**config.mk**
```make
export PLATFORM = sky130hd
export DESIGN_NAME = flash_erase_sector_range_mapper
export DESIGN_NICKNAME = d
export VERILOG_FILES = /design/src/rtl/fesrm_pkg.sv /design/src/rtl/fesrm_csr.sv /design/src/rtl/fesrm_blk_unit.sv /design/src/rtl/fesrm_walk.sv /design/src/rtl/flash_erase_sector_range_mapper.sv
export VERILOG_INCLUDE_DIRS = /design/src /design/src/rtl
export SDC_FILE = /design/constraint.sdc
export NUM_CORES = 1
export LEC_CHECK = 0
export BUFFER_PORTS_ARGS = -buffer_cell sky130_fd_sc_hd__buf_2
export CORE_MARGIN = 4
export CORE_UTILIZATION = 55
export CTS_CLUSTER_DIAMETER = 120
export DETAILED_ROUTE_END_ITERATION = 10
export GPL_TIMING_DRIVEN = 0
export PLACE_DENSITY = 0.82
export SYNTH_ARGS = -nofsm -noshare
export SYNTH_HDL_FRONTEND = slang
export SYNTH_SLANG_ARGS = --single-unit
```
**constraint.sdc**
```tcl
create_clock -name clock -period 8.7 [get_ports clock]
set_clock_uncertainty 0.1 [all_clocks]
set_input_delay 0 -clock clock [delete_from_list [all_inputs] [get_ports clock]]
set_output_delay 0 -clock clock [all_outputs]
set_load 0.03 [all_outputs]
```
**src/rtl/assert_macros.svh**
```systemverilog
// ----------------------------------------------------------------------------
// assert_macros.svh
// concurrent assertion helpers used by fesrm_walk
// ----------------------------------------------------------------------------
`ifndef ASSERT_MACROS_SVH
`define ASSERT_MACROS_SVH
`ifndef SYNTHESIS
// property must hold at every clock edge out of reset
`define FESRM_ASSERT(label, clk, rst, prop) \
   label: assert property (@(posedge clk) disable iff (rst) (prop)) \
      else $error("assertion failed");
// expression must never be true out of reset
`define FESRM_NEVER(label, clk, rst, expr) \
   label: assert property (@(posedge clk) disable iff (rst) !(expr)) \
      else $error("forbidden condition seen");
`else
`define FESRM_ASSERT(label, clk, rst, prop)
`define FESRM_NEVER(label, clk, rst, expr)
`endif
`endif

```
**src/rtl/fesrm_pkg.sv**
```systemverilog
// ----------------------------------------------------------------------------
// fesrm_pkg
// shared constants and types of the erase sector range mapper
// ----------------------------------------------------------------------------
package fesrm_pkg;

   localparam int MAX_SECTORS  = 64;
   localparam int MAX_REGIONS  = 4;
   localparam int REGION_SLOTS = 4;
   localparam int RIDX_W       = $clog2(REGION_SLOTS);
   localparam int CNT_W        = $clog2(MAX_SECTORS + 1);
   localparam int SIZE_SHIFT   = 8;

   localparam logic [2:0] REG_FLASH_BASE   = 3'd0;
   localparam logic [2:0] REG_REGION_COUNT = 3'd1;
   localparam logic [2:0] REG_REGION0      = 3'd2;
   localparam logic [2:0] REG_REGION1      = 3'd3;
   localparam logic [2:0] REG_REGION2      = 3'd4;
   localparam logic [2:0] REG_REGION3      = 3'd5;

   typedef struct packed {
      logic [31:0]                   flash_base;
      logic [2:0]                    region_count;
      logic [REGION_SLOTS-1:0][31:0] region_info;
   } cfg_type;

   typedef struct packed {
      logic [31:0] sector_addr;
      logic        valid_res;
      logic        last;
   } result_type;

   typedef enum logic [2:0] {
      ST_IDLE  = 3'b001,
      ST_WALK  = 3'b010,
      ST_FLUSH = 3'b100
   } walk_state_type;

endpackage

```
**src/rtl/fesrm_csr.sv**
```systemverilog
// ----------------------------------------------------------------------------
// fesrm_csr
// configuration registers with region count clamp
// ----------------------------------------------------------------------------
module fesrm_csr import fesrm_pkg::*; (
   input  logic        clock,
   input  logic        reset,
   input  logic        csr_valid,
   output logic        csr_ready,
   input  logic [2:0]  csr_index,
   input  logic [31:0] csr_wdata,
   output cfg_type     cfg
);

   logic [31:0]                   base_ff,  base_in;
   logic [2:0]                    count_ff, count_in;
   logic [REGION_SLOTS-1:0][31:0] info_ff,  info_in;

   assign csr_ready = 1'b1;

   always_comb begin
      base_in  = base_ff;
      count_in = count_ff;
      info_in  = info_ff;
      if (csr_valid) begin
         case (csr_index)
            REG_FLASH_BASE:   base_in    = csr_wdata;
            REG_REGION_COUNT: count_in   = csr_wdata[2:0];
            REG_REGION0:      info_in[0] = csr_wdata;
            REG_REGION1:      info_in[1] = csr_wdata;
            REG_REGION2:      info_in[2] = csr_wdata;
            REG_REGION3:      info_in[3] = csr_wdata;
            default:          ;
         endcase
      end
   end

   always_ff @(posedge clock) begin
      if (reset) begin
         base_ff  <= '0;
         count_ff <= '0;
         info_ff  <= '0;
      end else begin
         base_ff  <= base_in;
         count_ff <= count_in;
         info_ff  <= info_in;
      end
   end

   assign cfg.flash_base   = base_ff;
   assign cfg.region_count = (count_ff > 3'(MAX_REGIONS)) ? 3'(MAX_REGIONS) : count_ff;
   assign cfg.region_info  = info_ff;

endmodule

```
**src/rtl/fesrm_blk_unit.sv**
```systemverilog
// ----------------------------------------------------------------------------
// fesrm_blk_unit
// block unit: next block address and range hit test
// ----------------------------------------------------------------------------
module fesrm_blk_unit import fesrm_pkg::*; (
   input  logic [31:0] cur_addr,
   input  logic [31:0] blk_size,
   input  logic [31:0] start_addr,
   input  logic [31:0] end_addr,
   input  logic        any_emitted,
   output logic [31:0] next_addr,
   output logic        hit
);

   logic in_block;
   logic tail_hit;

   assign next_addr = cur_addr + blk_size;
   assign in_block  = (start_addr >= cur_addr) && (start_addr < next_addr);
   assign tail_hit  = any_emitted && (end_addr > cur_addr);
   assign hit       = in_block || tail_hit;

endmodule

```
**src/rtl/fesrm_walk.sv**
```systemverilog
// ----------------------------------------------------------------------------
// fesrm_walk
// walk sequencer: one erase block per cycle via the block unit unless stalled
// ----------------------------------------------------------------------------
`include "assert_macros.svh"
module fesrm_walk import fesrm_pkg::*; (
   input  logic        clock,
   input  logic        reset,
   input  cfg_type     cfg,
   input  logic        start_valid,
   output logic        start_ready,
   input  logic [31:0] start_addr,
   input  logic [30:0] byte_length,
   input  logic        push_ready,
   output logic        push_valid,
   output result_type  push_data
);

   walk_state_type      state_ff, state_in;
   logic [31:0]         addr_ff, addr_in;
   logic [31:0]         start_ff, start_in;
   logic [31:0]         end_ff, end_in;
   logic [RIDX_W-1:0]   ri_ff, ri_in;
   logic [15:0]         blk_ff, blk_in;
   logic [CNT_W-1:0]    cnt_ff, cnt_in;
   logic [CNT_W-1:0]    cnt_next;
   result_type          pend_ff, pend_in;
   logic                pend_vld_ff, pend_vld_in;

   logic [31:0]         info;
   logic [31:0]         blk_size;
   logic [31:0]         next_addr;
   logic                hit;
   logic                stall;
   logic                last_region;

   assign info        = cfg.region_info[ri_ff];
   assign blk_size    = 32'(info[31:16]) << SIZE_SHIFT;
   assign last_region = ({1'b0, ri_ff} == (cfg.region_count - 3'd1));

   fesrm_blk_unit u_blk (
      .cur_addr    (addr_ff),
      .blk_size    (blk_size),
      .start_addr  (start_ff),
      .end_addr    (end_ff),
      .any_emitted (cnt_ff != '0),
      .next_addr   (next_addr),
      .hit         (hit)
   );

   assign start_ready = (state_ff == ST_IDLE);
   assign stall       = hit && pend_vld_ff && !push_ready;
   assign cnt_next    = hit ? cnt_ff + CNT_W'(1) : cnt_ff;

   always_comb begin
      state_in    = state_ff;
      addr_in     = addr_ff;
      start_in    = start_ff;
      end_in      = end_ff;
      ri_in       = ri_ff;
      blk_in      = blk_ff;
      cnt_in      = cnt_ff;
      pend_in     = pend_ff;
      pend_vld_in = pend_vld_ff;
      push_valid  = 1'b0;
      push_data   = pend_ff;
      case (state_ff)
         ST_IDLE: begin
            if (start_valid) begin
               start_in    = start_addr;
               end_in      = start_addr + {1'b0, byte_length};
               addr_in     = cfg.flash_base;
               ri_in       = '0;
               blk_in      = '0;
               cnt_in      = '0;
               pend_vld_in = 1'b0;
               if ((byte_length == '0) || (cfg.region_count == '0)) begin
                  state_in = ST_FLUSH;
               end else begin
                  state_in = ST_WALK;
               end
            end
         end
         ST_WALK: begin
            if (!stall) begin
               addr_in = next_addr;
               cnt_in  = cnt_next;
               if (hit) begin
                  push_valid            = pend_vld_ff;
                  push_data             = pend_ff;
                  push_data.last        = 1'b0;
                  pend_in.sector_addr   = addr_ff;
                  pend_in.valid_res     = 1'b1;
                  pend_in.last          = 1'b0;
                  pend_vld_in           = 1'b1;
               end
               if (cnt_next == CNT_W'(MAX_SECTORS)) begin
                  state_in = ST_FLUSH;
               end else if (blk_ff == info[15:0]) begin
                  if (last_region) begin
                     state_in = ST_FLUSH;
                  end else begin
                     ri_in  = ri_ff + RIDX_W'(1);
                     blk_in = '0;
                  end
               end else begin
                  blk_in = blk_ff + 16'd1;
               end
            end
         end
         ST_FLUSH: begin
            if (push_ready) begin
               push_valid = 1'b1;
               if (pend_vld_ff) begin
                  push_data.sector_addr = pend_ff.sector_addr;
                  push_data.valid_res   = 1'b1;
               end else begin
                  push_data.sector_addr = '0;
                  push_data.valid_res   = 1'b0;
               end
               push_data.last = 1'b1;
               pend_vld_in    = 1'b0;
               state_in       = ST_IDLE;
            end
         end
         default: begin
            state_in    = ST_IDLE;
            pend_vld_in = 1'b0;
         end
      endcase
   end

   always_ff @(posedge clock) begin
      if (reset) begin
         state_ff    <= ST_IDLE;
         cnt_ff      <= '0;
         pend_vld_ff <= 1'b0;
      end else begin
         state_ff    <= state_in;
         cnt_ff      <= cnt_in;
         pend_vld_ff <= pend_vld_in;
      end
   end

   always_ff @(posedge clock) begin
      addr_ff  <= addr_in;
      start_ff <= start_in;
      end_ff   <= end_in;
      ri_ff    <= ri_in;
      blk_ff   <= blk_in;
      pend_ff  <= pend_in;
   end

   `FESRM_ASSERT(a_push_has_room, clock, reset, push_valid |-> push_ready)
   `FESRM_NEVER(a_cnt_bound, clock, reset, cnt_ff > CNT_W'(MAX_SECTORS))
   `FESRM_ASSERT(a_idle_no_pend, clock, reset, (state_ff == ST_IDLE) |-> !pend_vld_ff)
   `FESRM_ASSERT(a_walk_pend, clock, reset, (state_ff == ST_WALK && cnt_ff != '0) |-> pend_vld_ff)
   `FESRM_ASSERT(a_flush_done, clock, reset, (state_ff == ST_FLUSH && push_ready) |=> (state_ff == ST_IDLE))

endmodule

```
**src/rtl/flash_erase_sector_range_mapper.sv**
```systemverilog
// ----------------------------------------------------------------------------
// flash_erase_sector_range_mapper
// maps an erase byte range onto the start addresses of cfi erase sectors
// ----------------------------------------------------------------------------
// usage
//   csr channel: writes flash base, region count and four region words;
//   always ready, write only while no request is in flight
//   req channel: one transaction per erase request (start, byte length)
//   rsp channel: one transaction per touched sector, tuser set when the
//   address is meaningful, tlast on the final one of the request; an empty
//   range or no hit gives a single transaction with tuser low
//   timing: one erase block examined per cycle by the block unit (one
//   32-bit add and three compares) unless a stall holds the walk; a found
//   sector is held until the next one is found or the walk ends, then is
//   registered and shows on rsp in the next cycle; the walk ends after the
//   last block of the last region or after 64 sectors
//   req_tready is high only while no walk runs
//   a stalled rsp side holds the walk when a second sector is found while
//   the output register is still full
//   reset: configuration and count zero, walk idle, output register empty
// ----------------------------------------------------------------------------
module flash_erase_sector_range_mapper import fesrm_pkg::*; (
   input  logic        clock,
   input  logic        reset,
   input  logic        csr_valid,
   output logic        csr_ready,
   input  logic [2:0]  csr_index,
   input  logic [31:0] csr_wdata,
   input  logic        req_tvalid,
   output logic        req_tready,
   input  logic [63:0] req_tdata,   // start_addr[31:0], byte_length[62:32], zero[63]
   output logic        rsp_tvalid,
   input  logic        rsp_tready,
   output logic [31:0] rsp_tdata,   // sector_addr[31:0]
   output logic        rsp_tuser,   // valid_res[0]
   output logic        rsp_tlast
);

   cfg_type    cfg;
   logic       push_ready;
   logic       push_valid;
   result_type push_data;
   logic       out_vld_ff, out_vld_in;
   result_type out_ff, out_in;

   fesrm_csr u_csr (
      .clock     (clock),
      .reset     (reset),
      .csr_valid (csr_valid),
      .csr_ready (csr_ready),
      .csr_index (csr_index),
      .csr_wdata (csr_wdata),
      .cfg       (cfg)
   );

   fesrm_walk u_walk (
      .clock       (clock),
      .reset       (reset),
      .cfg         (cfg),
      .start_valid (req_tvalid),
      .start_ready (req_tready),
      .start_addr  (req_tdata[31:0]),
      .byte_length (req_tdata[62:32]),
      .push_ready  (push_ready),
      .push_valid  (push_valid),
      .push_data   (push_data)
   );

   assign push_ready = !out_vld_ff || rsp_tready;

   always_comb begin
      out_vld_in = out_vld_ff;
      out_in     = out_ff;
      if (push_valid) begin
         out_vld_in = 1'b1;
         out_in     = push_data;
      end else if (rsp_tready) begin
         out_vld_in = 1'b0;
      end
   end

   always_ff @(posedge clock) begin
      if (reset) begin
         out_vld_ff <= 1'b0;
      end else begin
         out_vld_ff <= out_vld_in;
      end
   end

   always_ff @(posedge clock) begin
      out_ff <= out_in;
   end

   assign rsp_tvalid = out_vld_ff;
   assign rsp_tdata  = out_ff.sector_addr;
   assign rsp_tuser  = out_ff.valid_res;
   assign rsp_tlast  = out_ff.last;

endmodule

```
==> impl_results.html, run 1 <==
<table>
<tr><th>Metric</th><th>Value</th></tr>
<tr><th colspan="2">Timing</th></tr>
<tr><td>Fin crit share</td><td>90.6%</td></tr>
<tr><td>Slew headroom</td><td>28.4%</td></tr>
<tr><td>Setup_tns</td><td>0 ns</td></tr>
<tr><td>Least-Margin Pin Slew</td><td>1.07 ns</td></tr>
<tr><td>Final setup violating endpoints</td><td>0</td></tr>
<tr><td>Hold_ws</td><td>0.0917 ns</td></tr>
<tr><td>RSZ-0062 raised after global routing</td><td>false</td></tr>
<tr><td>Max-slew violations</td><td>0</td></tr>
<tr><td>Hold Fails Final Rpt</td><td>0</td></tr>
<tr><td>Fmax</td><td>127 MHz</td></tr>
<tr><td>Time the worst path needs with I/O delays and setup</td><td>7.88 ns</td></tr>
<tr><th colspan="2">Power</th></tr>
<tr><td>Total design power</td><td>roughly 4.4 mW</td></tr>
<tr><td>Worst voltage drop across the vdd grid</td><td>0.192 mV</td></tr>
<tr><td>Power density over the cells</td><td>between 200 and 250 nW/µm²</td></tr>
<tr><td>Static leakage</td><td>8.32 nW</td></tr>
<tr><th colspan="2">Floorplanning</th></tr>
<tr><td>DIE WIDTH</td><td>190 µm</td></tr>
<tr><td>Floorplan die area</td><td>between 30000 and 40000 µm²</td></tr>
<tr><td>Core region area</td><td>approximately 33000 µm²</td></tr>
<tr><td>Floorplan die height</td><td>between 150 and 200 µm</td></tr>
<tr><td>I/O pin total</td><td>141</td></tr>
<tr><td>Initial cell density of the core</td><td>55.9%</td></tr>
<tr><td>Row count</td><td>66</td></tr>
<tr><th colspan="2">Finish</th></tr>
<tr><td>Area taken by multi-input logic gates</td><td>8770 µm²</td></tr>
<tr><td>Area Overhead vs Synth</td><td>20.4%</td></tr>
<tr><td>Leading cell type in the layout, fill and taps excluded</td><td>sky130_fd_sc_hd__nand2_1</td></tr>
<tr><td>Design area</td><td>around 22000 µm²</td></tr>
<tr><td>Sequential cell area in the final layout</td><td>8910 µm²</td></tr>
<tr><td>Most frequent cells in the layout</td><td>sky130_fd_sc_hd__nand2_1 (415), sky130_fd_sc_hd__a21oi_1 (235), sky130_fd_sc_hd__edfxtp_1 (180)</td></tr>
<tr><td>Number of fill cells</td><td>2388</td></tr>
<tr><td>Share of post-route cells with drive strength above 1</td><td>12.8%</td></tr>
<tr><td>Post-layout net count</td><td>~2400</td></tr>
<tr><th colspan="2">Detailed routing</th></tr>
<tr><td>Post-DR vias/cell</td><td>between 5 and 6</td></tr>
<tr><td>Number of nets still failing antenna checks after routing</td><td>0</td></tr>
<tr><td>DRC marker count from the first detailed-route iteration</td><td>between 1500 and 2000</td></tr>
<tr><td>Final Routed Wirelength</td><td>49.8 mm</td></tr>
<tr><td>DRC Markers</td><td>0</td></tr>
<tr><td>Via Count</td><td>15386</td></tr>
<tr><td>Total iterations of the first detailed-routing run</td><td>8</td></tr>
<tr><td>Per-cell routed wire length</td><td>roughly 19 µm</td></tr>
<tr><th colspan="2">Synthesis</th></tr>
<tr><td>Number of instances in the synthesized netlist</td><td>1844</td></tr>
<tr><td>Synthesis Warnings</td><td>0</td></tr>
<tr><td>Netlist area before placement</td><td>18200 µm²</td></tr>
<tr><td>Cell variety after synth</td><td>78</td></tr>
<tr><td>Average cell area after synthesis</td><td>9.89 µm²</td></tr>
<tr><td>Sequential element share of the synthesized area</td><td>48.9%</td></tr>
<tr><td>Async S/R FF share, synth</td><td>0%</td></tr>
<tr><td>Post-synth top flop</td><td>sky130_fd_sc_hd__edfxtp_1</td></tr>
<tr><td>Register bit count reported by yosys</td><td>355</td></tr>
<tr><td>Post-synth EDFFs</td><td>180</td></tr>
<tr><td>Synthesized net count</td><td>2090</td></tr>
<tr><th colspan="2">Global routing</th></tr>
<tr><td>Pin count of the biggest net entering global routing</td><td>50</td></tr>
<tr><td>Overflow after GRT</td><td>0</td></tr>
<tr><td>Initial antenna violation count</td><td>3</td></tr>
<tr><td>Vias in the first global route</td><td>15382</td></tr>
<tr><td>Tot GR Track Use</td><td>27.0%</td></tr>
<tr><td>First-pass GRT wire length</td><td>78.8 mm</td></tr>
<tr><th colspan="2">CTS</th></tr>
<tr><td>Clock tree from TritonCTS</td><td>yes</td></tr>
<tr><td>CTS clk-pin slew, worst paths</td><td>0.06 ns</td></tr>
<tr><td>Clock net sink count</td><td>355</td></tr>
<tr><td>TritonCTS buffer count</td><td>38</td></tr>
<tr><td>H-tree lvl count</td><td>2</td></tr>
<tr><td>Maximum number of buffers from clock root to sink</td><td>3</td></tr>
<tr><td>Setup bufs post-CTS</td><td>0</td></tr>
<tr><td>Latest clock arrival within the worst-skew pair</td><td>0.54 ns</td></tr>
<tr><td>Post_cts resized</td><td>0</td></tr>
<tr><td>CTS root buf</td><td>sky130_fd_sc_hd__clkbuf_16</td></tr>
<tr><th colspan="2">Place</th></tr>
<tr><td>Number of buffer cells added on primary ports</td><td>138</td></tr>
<tr><td>Post-placement cell area</td><td>19500 µm²</td></tr>
<tr><td>RePlAce Congestion</td><td>0.937</td></tr>
<tr><td>Half-perimeter wire length after detailed placement</td><td>35.1 mm</td></tr>
<tr><th colspan="2">Critical path</th></tr>
<tr><td>Critical setup path kind</td><td>flop to flop</td></tr>
<tr><td>Element type at the critical path start</td><td>flop</td></tr>
<tr><td>Arrival time at the worst endpoint</td><td>7.92 ns</td></tr>
<tr><td>Kind of capture point of the worst setup path</td><td>flop</td></tr>
<tr><td>Endpoint of the worst register-to-register path</td><td>u_walk.addr_ff[26]</td></tr>
<tr><td>Critical path fanouts, max</td><td>24</td></tr>
<tr><td>Delay of the slowest cell on the worst path</td><td>0.79 ns</td></tr>
<tr><td>Cells on worst reg2reg path</td><td>24</td></tr>
<tr><td>Slack of the worst reg-to-reg path</td><td>a little over 0.8 ns</td></tr>
<tr><td>Launch instance of the worst register-to-register path</td><td>u_walk.ri_ff[1]</td></tr>
<tr><td>Most used cell along the critical path</td><td>sky130_fd_sc_hd__clkbuf_1</td></tr>
<tr><td>Cell breakdown of the critical path</td><td>clkbuf_1 -&gt; clkbuf_1 -&gt; clkbuf_1 -&gt; mux4_2 -&gt; ha_1 -&gt; and2_1 -&gt; o21ai_0 -&gt; a31oi_1 -&gt; a21o_1 -&gt; o21ai_0 -&gt; a21oi_1 -&gt; xnor2_1 -&gt; ha_1 -&gt; nand4_1 -&gt; nor4_1 -&gt; o21ai_1 -&gt; a221oi_1 -&gt; o21ai_2 -&gt; nand3_2 -&gt; and2_4 -&gt; buf_8 -&gt; nand3b_1 -&gt; nand2_1 -&gt; inv_1</td></tr>
<tr><td>Data required, critical path</td><td>8.74 ns</td></tr>
<tr><td>Slowest cell on the critical path</td><td>sky130_fd_sc_hd__inv_1</td></tr>
<tr><th colspan="2">Worst hold path</th></tr>
<tr><td>Worst Hold Path Cells</td><td>5</td></tr>
<tr><td>Beginning of the worst hold path</td><td>req_tdata[46]</td></tr>
<tr><td>Worst Hold Endpoint</td><td>u_walk.end_ff[15]</td></tr>
<tr><td>Type of the worst min-delay path</td><td>input pin to flop</td></tr>
<tr><th colspan="2">Job</th></tr>
<tr><td>Maximum capacitance violations</td><td>0</td></tr>
<tr><th colspan="2">Run status</th></tr>
<tr><td>Run status</td><td>complete, no violations</td></tr>
</table>
## area by class of cell
| cell class | instances | share of cell area (%) |
|---|---|---|
| Timing Repair Buffer | 256 | 8.64 |
| Inverter | 61 | 1.04 |
| Buffer | 77 | 1.52 |
| Multi-Input combinational cell | 1351 | 40.0 |
| Antenna cell | 3 | 0.0342 |
| Sequential cell | 355 | 40.6 |
| Clock buffer | 54 | 5.03 |
| Tap cell | 442 | 2.52 |
| Clock inverter | 15 | 0.661 |
## state kept, by name, summed over array words and instances, names as in the netlist, 7 cells and up
register         cells
u_csr.cfg          128
rsp_tdata           32
u_csr.base_ff       32
u_walk.addr_ff      32
u_walk.end_ff       32
u_walk.pend_ff      32
u_walk.start_ff     32
u_walk.blk_ff       16
u_walk.cnt_ff        7
## cells in the mapped netlist (all sizes together) (5+ instances only)
cell type | count | area, µm²
xor2 | 23 | 201
mux4 | 32 | 721
o21a | 10 | 75.1
dfxtp | 175 | 3500
edfxtp | 180 | 5410
nand2 | 415 | 1560
clkbuf | 66 | 248
nor4 | 14 | 87.6
nand3 | 20 | 105
inv | 61 | 229
nand4 | 24 | 150
a31oi | 8 | 56.3
or2 | 9 | 56.3
and2 | 18 | 115
buf | 11 | 85.1
o31ai | 5 | 61.3
nand3b | 5 | 37.5
a211oi | 8 | 65.1
nor2b | 42 | 263
nor2 | 78 | 293
ha | 140 | 1750
a21o | 34 | 255
and3 | 10 | 62.6
nand2b | 14 | 87.6
a21boi | 5 | 41.3
nor3 | 18 | 101
xnor2 | 57 | 499
o211ai | 8 | 65.1
a21oi | 237 | 1190
o21ai | 66 | 334
mux2i | 6 | 60.1
## timing repair
item                                    CTS  global route
endpoints found under the hold margin   235             0
endpoints found under the setup margin    0             0
hold buffers                            115             0
## power by group
part,total (mW),internal [mW],switching (mW),leakage [nW]
logic,0.810,0.333,0.478,4.60
registers,1.97,1.90,0.0724,3.11
clock network,1.62,0.949,0.673,0.615
## how the worst max path moves through the flow
| stage | depth (start not counted) | slack (ns) | start | to |
|---|---|---|---|---|
| 2_1_floorplan | 29 | 2.31 | u_walk.ri_ff[0] | u_walk.blk_ff[0] |
| 3_3_place_gp | 23 | 0.78 | u_walk.ri_ff[1] | u_walk.blk_ff[3] |
| 3_5_place_dp | 23 | 1.05 | u_walk.ri_ff[1] | u_walk.blk_ff[3] |
| 4_1_cts | 24 | 0.95 | u_walk.ri_ff[1] | u_walk.addr_ff[26] |
| 5_1_grt | 24 | 0.43 | u_walk.ri_ff[1] | u_walk.addr_ff[26] |
| 6_report | 24 | 0.82 | u_walk.ri_ff[1] | u_walk.addr_ff[26] |
## per-stage QoR
step	util, %	setup WS, ns	cells
after CTS	67.3	0.951	2611
after detailed placement	59.9	1.05	2427
after global placement	59.7	0.777	2424
final	67.3	0.815	2614
after global routing	67.3	0.427	2613
after floorplan	-	2.31	1844
## kinds of logic (layout without fill, tap and decap cells)
kind of cell	Yosys count	after routing	synth area share (%)
adder cells (fa/ha/maj)	142	142	9.83
XOR/XNOR	80	80	3.84
buffers and inverters	138	463	3.08
AO/OA/AOI/OAI	411	411	13.5
multiplexers	40	40	4.41
AND/OR/NAND/NOR	677	677	16.5
other	1	4	0.0206
flip-flops	355	355	48.9
## per-layer routing
layer  part of all wire (%)  global-route usage [%]
met5                  0.026                       0
met4                    5.2                    13.1
met3                    7.6                    4.79
met2                     49                    46.2
met1                     38                    33.1
## worst max-delay path: cells and delay by family (launching register included)
kind            cells  cell delay [ns]
compound gates      8             1.69
xor+xnor            1             0.16
fa+ha+maj           2             0.69
buf+inv             5             2.57
flops               1             0.34
mux                 1             0.47
simple gates        7             1.42
Power figures use the tool's default switching activity.
==> run 2: changes to the inputs <==
Settings changed: CAP_MARGIN set to 20, PLACE_DENSITY 0.82 to 0.85.
Clock period 8.7 ns to 6.3 ns, I/O delays scaled along.
==> impl_results.html, run 2 (same netlist as run 1, synthesis figures left out) <==
<table>
<tr><th>Metric</th><th>Value</th></tr>
<tr><th colspan="2">Critical path</th></tr>
<tr><td>Kind of capture point of the worst setup path</td><td>flop</td></tr>
<tr><td>Slowest cell on the critical path</td><td>sky130_fd_sc_hd__edfxtp_1</td></tr>
<tr><td>Most used cell along the critical path</td><td>sky130_fd_sc_hd__o21ai_2</td></tr>
<tr><td>Data required, critical path</td><td>6.45 ns (-2.29 ns)</td></tr>
<tr><td>Element type at the critical path start</td><td>flop</td></tr>
<tr><td>Cell family with most CP delay</td><td>compound AO/OA/AOI/OAI gates</td></tr>
<tr><td>Critical path fanouts, max</td><td>10 (-58%)</td></tr>
<tr><td>Worst Path Buf+Inv</td><td>5 (unchanged)</td></tr>
<tr><td>Delay of the slowest cell on the worst path</td><td>0.43 ns (-0.36 ns)</td></tr>
<tr><td>Critical setup path kind</td><td>flop to flop</td></tr>
<tr><td>Arrival time at the worst endpoint</td><td>6.34 ns (-1.58 ns)</td></tr>
<tr><th colspan="2">CTS</th></tr>
<tr><td>Latest clock arrival within the worst-skew pair</td><td>0.53 ns (about the same)</td></tr>
<tr><td>Clock net sink count</td><td>355 (unchanged)</td></tr>
<tr><td>CTS clk-pin slew, worst paths</td><td>0.06 ns (about the same)</td></tr>
<tr><td>Clock tree from TritonCTS</td><td>yes</td></tr>
<tr><td>TritonCTS buffer count</td><td>37 (-2.6%)</td></tr>
<tr><td>CTS root buf</td><td>sky130_fd_sc_hd__clkbuf_16</td></tr>
<tr><td>Maximum number of buffers from clock root to sink</td><td>3 (unchanged)</td></tr>
<tr><td>H-tree lvl count</td><td>2 (unchanged)</td></tr>
<tr><th colspan="2">Power</th></tr>
<tr><td>Worst voltage drop across the vdd grid</td><td>0.201 mV (+4.7%)</td></tr>
<tr><td>Power density over the cells</td><td>277 nW/µm² (+38%)</td></tr>
<tr><td>Relative contribution of sequential cells to total power</td><td>43.9% (-0.9 points)</td></tr>
<tr><td>Switching component of the power</td><td>1.75 mW (+43%)</td></tr>
<tr><td>Clk network pwr share</td><td>36.2% (-0.6 points)</td></tr>
<tr><td>Switch share</td><td>28.1% (+0.34 points)</td></tr>
<tr><td>Relative contribution of combinational cells to total power</td><td>19.9% (+1.5 points)</td></tr>
<tr><td>Internal power contribution</td><td>4.47 mW (+40%)</td></tr>
<tr><td>Static leakage</td><td>8.48 nW (+1.9%)</td></tr>
<tr><td>Total design power</td><td>6.21 mW (+41%)</td></tr>
<tr><th colspan="2">Place</th></tr>
<tr><td>Number of buffer cells added on primary ports</td><td>138 (unchanged)</td></tr>
<tr><td>Number of cells after detailed placement</td><td>2428 (+0.041%)</td></tr>
<tr><td>Half-perimeter wire length after detailed placement</td><td>35.4 mm (+1.0%)</td></tr>
<tr><td>Post-placement cell area</td><td>19600 µm² (+0.14%)</td></tr>
<tr><td>Worst Setup Slack post-DPL</td><td>-1.36 ns (-2.41 ns)</td></tr>
<tr><td>RePlAce Congestion</td><td>0.912 (-2.6%)</td></tr>
<tr><th colspan="2">Timing</th></tr>
<tr><td>Hold Fails Final Rpt</td><td>0 (unchanged)</td></tr>
<tr><td>Setup_tns</td><td>0 ns (unchanged)</td></tr>
<tr><td>RSZ-0062 raised after global routing</td><td>true</td></tr>
<tr><td>Max-slew violations</td><td>0 (unchanged)</td></tr>
<tr><td>Final setup violating endpoints</td><td>0 (unchanged)</td></tr>
<tr><td>Fin crit share</td><td>98.1% (+7.5 points)</td></tr>
<tr><td>Crit path setup slack, layout</td><td>0.118 ns (-0.697 ns)</td></tr>
<tr><td>Least-Margin Pin Slew</td><td>0.912 ns (-0.161 ns)</td></tr>
<tr><td>Hold_ws</td><td>0.0213 ns (-0.0704 ns)</td></tr>
<tr><td>Fmax</td><td>162 MHz (+28%)</td></tr>
<tr><td>Time the worst path needs with I/O delays and setup</td><td>6.18 ns (-1.70 ns)</td></tr>
<tr><td>Slew headroom</td><td>38.7% (+10 points)</td></tr>
<tr><th colspan="2">Detailed routing</th></tr>
<tr><td>Number of nets still failing antenna checks after routing</td><td>0 (unchanged)</td></tr>
<tr><td>Via Count</td><td>15866 (+3.1%)</td></tr>
<tr><td>Total iterations of the first detailed-routing run</td><td>8 (unchanged)</td></tr>
<tr><td>Per-cell routed wire length</td><td>20.3 µm (+6.7%)</td></tr>
<tr><td>Final Routed Wirelength</td><td>53.5 mm (+7.4%)</td></tr>
<tr><td>Post-DR vias/cell</td><td>6.03 (+2.5%)</td></tr>
<tr><td>DRC Markers</td><td>0 (unchanged)</td></tr>
<tr><td>DRC marker count from the first detailed-route iteration</td><td>1732 (+5.9%)</td></tr>
<tr><th colspan="2">Job</th></tr>
<tr><td>Maximum capacitance violations</td><td>0 (unchanged)</td></tr>
<tr><th colspan="2">Finish</th></tr>
<tr><td>Finished Core Util</td><td>68.7% (+1.4 points)</td></tr>
<tr><td>Design area</td><td>22400 µm² (+2.0%)</td></tr>
<tr><td>Most frequent cells in the layout</td><td>sky130_fd_sc_hd__nand2_1 (414), sky130_fd_sc_hd__a21oi_1 (234), sky130_fd_sc_hd__edfxtp_1 (180)</td></tr>
<tr><td>Area Overhead vs Synth</td><td>22.8%</td></tr>
<tr><td>Final Instance Count excl. Fillers</td><td>2631 (+0.65%)</td></tr>
<tr><td>Share of post-route cells with drive strength above 1</td><td>14.5% (+1.8 points)</td></tr>
<tr><td>Leading cell type in the layout, fill and taps excluded</td><td>sky130_fd_sc_hd__nand2_1</td></tr>
<tr><td>Post-layout net count</td><td>2405 (+0.80%)</td></tr>
<tr><td>Max reg flops</td><td>128 (unchanged)</td></tr>
<tr><th colspan="2">Floorplanning</th></tr>
<tr><td>Initial cell density of the core</td><td>55.9% (unchanged)</td></tr>
<tr><td>Floorplan die height</td><td>190 µm (unchanged)</td></tr>
<tr><td>DIE WIDTH</td><td>190 µm (unchanged)</td></tr>
<tr><td>Floorplan die area</td><td>36100 µm² (unchanged)</td></tr>
<tr><td>Core region area</td><td>32600 µm² (unchanged)</td></tr>
<tr><td>Row count</td><td>66 (unchanged)</td></tr>
<tr><td>I/O pin total</td><td>141 (unchanged)</td></tr>
<tr><th colspan="2">Worst hold path</th></tr>
<tr><td>Type of the worst min-delay path</td><td>input pin to flop</td></tr>
<tr><th colspan="2">Global routing</th></tr>
<tr><td>Overflow after GRT</td><td>0 (unchanged)</td></tr>
<tr><td>Tot GR Track Use</td><td>28.2% (+1.2 points)</td></tr>
<tr><td>Initial antenna violation count</td><td>1 (-2)</td></tr>
<tr><td>Pin count of the biggest net entering global routing</td><td>48 (-4.0%)</td></tr>
<tr><td>Vias in the first global route</td><td>15772 (+2.5%)</td></tr>
<tr><td>First-pass GRT wire length</td><td>81.7 mm (+3.7%)</td></tr>
<tr><th colspan="2">Run status</th></tr>
<tr><td>Run status</td><td>complete, no violations</td></tr>
</table>
==> run 2: cell count changes in the layout (fill, tap and decap cells not counted), moves of 3 or more <==
cell                            change
sky130_fd_sc_hd__buf_12             +6
sky130_fd_sc_hd__buf_4             +19
sky130_fd_sc_hd__clkbuf_16          +4
sky130_fd_sc_hd__clkinv_2           -3
sky130_fd_sc_hd__dlygate4sd3_1      -5
sky130_fd_sc_hd__o21ai_0            -3
sky130_fd_sc_hd__o21ai_2            +3
==> run 2: final cells by class <==
type | count | area, µm²
buffer | 73 | 313
clock buffer | 56 | 1130
multi-input combinational | 1352 | 8950
inverter | 61 | 233
timing repair buffer | 278 | 2180
sequential | 355 | 8910
fill | 2202 | 10200
tap | 442 | 553
antenna | 2 | 5.00
clock inverter | 11 | 111
timing repair inverter | 1 | 7.51
==> run 2: power by group through the flow <==
stage	Combinational [mW]	Sequential, mW	Clock [mW]
2_1_floorplan	0.704	2.75	0
3_3_place_gp	0.953	2.77	0
3_5_place_dp	1.03	2.77	0
4_1_cts	1.15	2.72	2.24
5_1_grt	1.34	2.73	2.34
6_report	1.24	2.72	2.25
==> run 2: worst register-to-register path, delay by kind of cell (launching register included) <==
family	cells	cell delay [ns]
xor gates and xnor gates	1	0.11
muxes	1	0.26
DFF	1	0.43
and+or+nand+nor	7	1.36
adders and majority gates	3	0.86
buffers and inverters	5	0.71
AOI/OAI and AO/OA	11	2.06
==> run 2: timing repair <==
item / CTS / global route
hold buffers: 110 / 0
endpoints found under the hold margin: 234 / 0
endpoints found under the setup margin: 119 / 102
gates cloned: 2 / 2
resized for setup: 23 / 20
buffers inserted: 10 / 14
pin swaps: 4 / 16
==> run 2: path summary, 6_finish.rpt <==
| kind | slack [ns] | from | end | cells after the start |
|---|---|---|---|---|
| worst min-delay path | 0.02 | req_tdata[47] | u_walk.end_ff[15] | 3 |
| worst min register to register | 0.35 | u_csr.base_ff[1] | u_csr.base_ff[1] | 2 |
| worst max-delay path | 0.12 | u_walk.ri_ff[1] | u_walk.addr_ff[16] | 28 |
| worst max register to register | 0.12 | u_walk.ri_ff[1] | u_walk.addr_ff[16] | 28 |
==> run 2: metal layers <==
| metal | GRT usage [%] | wire [µm] | vias up | share of wire (%) |
|---|---|---|---|---|
| li1 | - | - | 7178 | - |
| met1 | 34.4 | 19700 | 7537 | 37 |
| met2 | 49.4 | 26600 | 915 | 50 |
| met3 | 4.81 | 4550 | 236 | 8.5 |
| met4 | 12.4 | 2720 | 0 | 5.1 |
| met5 | 0 | 0 | - | 0 |
==> run 3: changes to the inputs <==
Settings changed: MAX_ROUTING_LAYER set to met4.
==> impl_results.html, run 3 (same netlist as run 1, synthesis figures left out) <==
<table>
<tr><th>Metric</th><th>Value</th></tr>
<tr><th colspan="2">Run status</th></tr>
<tr><td>Run status</td><td>complete, no violations</td></tr>
<tr><th colspan="2">Critical path</th></tr>
<tr><td>Element type at the critical path start</td><td>flop</td></tr>
<tr><td>Launch instance of the worst register-to-register path</td><td>u_walk.ri_ff[0]</td></tr>
<tr><td>Cells on worst reg2reg path</td><td>26 (-7.1%)</td></tr>
<tr><td>Arrival time at the worst endpoint</td><td>6.43 ns (+0.09 ns)</td></tr>
<tr><td>Endpoint of the worst register-to-register path</td><td>u_walk.addr_ff[31]</td></tr>
<tr><td>Slack of the worst reg-to-reg path</td><td>0.02 ns (-0.10 ns)</td></tr>
<tr><td>Critical path fanouts, max</td><td>7 (-3)</td></tr>
<tr><td>Delay of the slowest cell on the worst path</td><td>0.47 ns (+0.04 ns)</td></tr>
<tr><td>Kind of capture point of the worst setup path</td><td>flop</td></tr>
<tr><td>First element of the critical path</td><td>u_walk.ri_ff[0]</td></tr>
<tr><td>Slowest cell on the critical path</td><td>sky130_fd_sc_hd__mux4_2</td></tr>
<tr><td>Data required, critical path</td><td>6.45 ns (about the same)</td></tr>
<tr><td>Critical setup path kind</td><td>flop to flop</td></tr>
<tr><th colspan="2">Timing</th></tr>
<tr><td>Hold Fails Final Rpt</td><td>0 (unchanged)</td></tr>
<tr><td>Least-Margin Pin Slew</td><td>0.933 ns (+0.0207 ns)</td></tr>
<tr><td>Setup_tns</td><td>0 ns (unchanged)</td></tr>
<tr><td>Max-slew violations</td><td>0 (unchanged)</td></tr>
<tr><td>Time the worst path needs with I/O delays and setup</td><td>6.28 ns (+0.0979 ns)</td></tr>
<tr><td>Final setup violating endpoints</td><td>0 (unchanged)</td></tr>
<tr><td>Fin crit share</td><td>99.7% (+1.6 points)</td></tr>
<tr><td>Fmax</td><td>159 MHz (-1.6%)</td></tr>
<tr><td>Slew headroom</td><td>37.3% (-1.4 points)</td></tr>
<tr><th colspan="2">Global routing</th></tr>
<tr><td>First-pass GRT wire length</td><td>80.9 mm (-0.90%)</td></tr>
<tr><td>Pin count of the biggest net entering global routing</td><td>43 (-10%)</td></tr>
<tr><td>Vias in the first global route</td><td>15514 (-1.6%)</td></tr>
<tr><td>Tot GR Track Use</td><td>28.8% (+0.59 points)</td></tr>
<tr><td>Initial antenna violation count</td><td>6 (+5)</td></tr>
<tr><td>Overflow after GRT</td><td>0 (unchanged)</td></tr>
<tr><th colspan="2">Detailed routing</th></tr>
<tr><td>Number of nets still failing antenna checks after routing</td><td>0 (unchanged)</td></tr>
<tr><td>Met1 Wirelength</td><td>20.3 mm (+3.2%)</td></tr>
<tr><td>Top Layer Used</td><td>met4</td></tr>
<tr><td>Met2 WL post-DR</td><td>25.3 mm (-4.8%)</td></tr>
<tr><td>Via Count</td><td>15748 (-0.74%)</td></tr>
<tr><td>DRC Markers</td><td>0 (unchanged)</td></tr>
<tr><td>Total iterations of the first detailed-routing run</td><td>6 (-2)</td></tr>
<tr><td>DRC marker count from the first detailed-route iteration</td><td>1679 (-3.1%)</td></tr>
<tr><td>Final Routed Wirelength</td><td>53.0 mm (-0.87%)</td></tr>
<tr><td>Routed met3 length</td><td>4.29 mm (-5.9%)</td></tr>
<tr><td>Per-cell routed wire length</td><td>20.1 µm (-0.94%)</td></tr>
<tr><td>Post-DR vias/cell</td><td>5.98 (-0.82%)</td></tr>
<tr><th colspan="2">CTS</th></tr>
<tr><td>Clock net sink count</td><td>355 (unchanged)</td></tr>
<tr><td>CTS root buf</td><td>sky130_fd_sc_hd__clkbuf_16</td></tr>
<tr><td>Clock tree from TritonCTS</td><td>yes</td></tr>
<tr><td>TritonCTS buffer count</td><td>39 (+5.4%)</td></tr>
<tr><td>H-tree lvl count</td><td>2 (unchanged)</td></tr>
<tr><td>Maximum number of buffers from clock root to sink</td><td>3 (unchanged)</td></tr>
<tr><td>CTS clk-pin slew, worst paths</td><td>0.06 ns (about the same)</td></tr>
<tr><td>Latest clock arrival within the worst-skew pair</td><td>0.55 ns (+0.02 ns)</td></tr>
<tr><th colspan="2">Power</th></tr>
<tr><td>Worst voltage drop across the vdd grid</td><td>0.194 mV (-3.2%)</td></tr>
<tr><td>Power density over the cells</td><td>281 nW/µm² (+1.3%)</td></tr>
<tr><td>Total design power</td><td>6.31 mW (+1.5%)</td></tr>
<tr><td>Static leakage</td><td>8.50 nW (+0.24%)</td></tr>
<tr><th colspan="2">Place</th></tr>
<tr><td>Number of cells after detailed placement</td><td>2428 (unchanged)</td></tr>
<tr><td>Number of buffer cells added on primary ports</td><td>138 (unchanged)</td></tr>
<tr><td>Half-perimeter wire length after detailed placement</td><td>35.0 mm (-1.2%)</td></tr>
<tr><td>RePlAce Congestion</td><td>0.932 (+2.2%)</td></tr>
<tr><th colspan="2">Worst hold path</th></tr>
<tr><td>Worst Hold Path Cells</td><td>2 (-1)</td></tr>
<tr><td>Type of the worst min-delay path</td><td>input pin to flop</td></tr>
<tr><td>Worst Hold Endpoint</td><td>u_walk.start_ff[2]</td></tr>
<tr><td>Beginning of the worst hold path</td><td>req_tdata[2]</td></tr>
<tr><th colspan="2">Finish</th></tr>
<tr><td>Max reg flops</td><td>128 (unchanged)</td></tr>
<tr><td>Share of post-route cells with drive strength above 1</td><td>14.6% (about the same)</td></tr>
<tr><td>Post-layout net count</td><td>2403 (-0.083%)</td></tr>
<tr><td>Finished Core Util</td><td>68.8% (+0.14 points)</td></tr>
<tr><td>Area Overhead vs Synth</td><td>23.1%</td></tr>
<tr><td>Final Instance Count excl. Fillers</td><td>2633 (+0.076%)</td></tr>
<tr><td>Number of fill cells</td><td>2220 (+0.82%)</td></tr>
<tr><td>Leading cell type in the layout, fill and taps excluded</td><td>sky130_fd_sc_hd__nand2_1</td></tr>
<tr><td>Most frequent cells in the layout</td><td>sky130_fd_sc_hd__nand2_1 (414), sky130_fd_sc_hd__a21oi_1 (233), sky130_fd_sc_hd__edfxtp_1 (180)</td></tr>
<tr><th colspan="2">Floorplanning</th></tr>
<tr><td>Row count</td><td>66 (unchanged)</td></tr>
<tr><td>I/O pin total</td><td>141 (unchanged)</td></tr>
<tr><td>Initial cell density of the core</td><td>55.9% (unchanged)</td></tr>
<tr><td>Floorplan die height</td><td>190 µm (unchanged)</td></tr>
<tr><td>Floorplan die area</td><td>36100 µm² (unchanged)</td></tr>
<tr><td>DIE WIDTH</td><td>190 µm (unchanged)</td></tr>
<tr><td>Core region area</td><td>32600 µm² (unchanged)</td></tr>
<tr><th colspan="2">Job</th></tr>
<tr><td>Maximum capacitance violations</td><td>0 (unchanged)</td></tr>
</table>
[run 3: worst max path at each step]
stage | to | slack (ns)
after floorplan | u_walk.cnt_ff[0] | 0.10
after global placement | u_walk.cnt_ff[0] | -1.29
after detailed placement | u_walk.addr_ff[29] | -1.36
after CTS | u_walk.blk_ff[1] | 0.01
after global routing | u_walk.blk_ff[12] | -0.13
final | u_walk.addr_ff[31] | 0.02
[run 3: where the power goes]
group | switching, mW | leakage [nW] | total (mW) | internal, mW
combinational | 0.709 | 4.75 | 1.21 | 0.502
sequential | 0.104 | 3.11 | 2.73 | 2.62
clock | 0.955 | 0.646 | 2.37 | 1.41
[run 3: per-stage QoR]
step           hold WS [ns]  setup slack, ns  instance area, µm²
6_report             0.0976           0.0199               22400
4_1_cts              0.0807           0.0138               22200
3_3_place_gp         0.0954            -1.29               19500
3_5_place_dp         0.0968            -1.36               19600
5_1_grt              0.0887           -0.127               22400
2_1_floorplan      -0.00113            0.103               18200
[run 3: metal layers]
metal  global-route usage [%]  vias up
met5                        -        -
met4                     13.3        0
met3                     4.42      261
met2                     47.1      901
met1                     35.5     7419
li1                         -     7167
[run 3: critical path: cells and delay by family (launching register included)]
| family | cells | cell delay (ns) |
|---|---|---|
| compound gates | 10 | 2.10 |
| xor+xnor | 1 | 0.19 |
| fa+ha+maj | 2 | 0.58 |
| buf+inv | 5 | 0.68 |
| flops | 1 | 0.42 |
| mux | 1 | 0.47 |
| simple gates | 7 | 1.39 |
[run 3: timing repair]
action / CTS / global route
gates cloned: 2 / 1
hold buffers: 111 / 0
setup buffers: 10 / 9
resized for setup: 17 / 25
hold endpoints to repair: 235 / 0
pin swaps: 3 / 15
setup endpoints to repair: 119 / 100
[run 3: area by class of cell]
cell class	count	area [µm²]	share of cell area [%]
plain buffers	74	342	1.52
flip-flops and latches	355	8910	39.7
repair buffers	273	2100	9.37
clock buffers	52	1120	4.98
inverters	61	233	1.04
clock inverters	17	199	0.887
multi-input cells	1352	8960	39.9
well taps	442	553	2.46
diodes	6	15.0	0.0669
repair inverters	1	7.51	0.0335
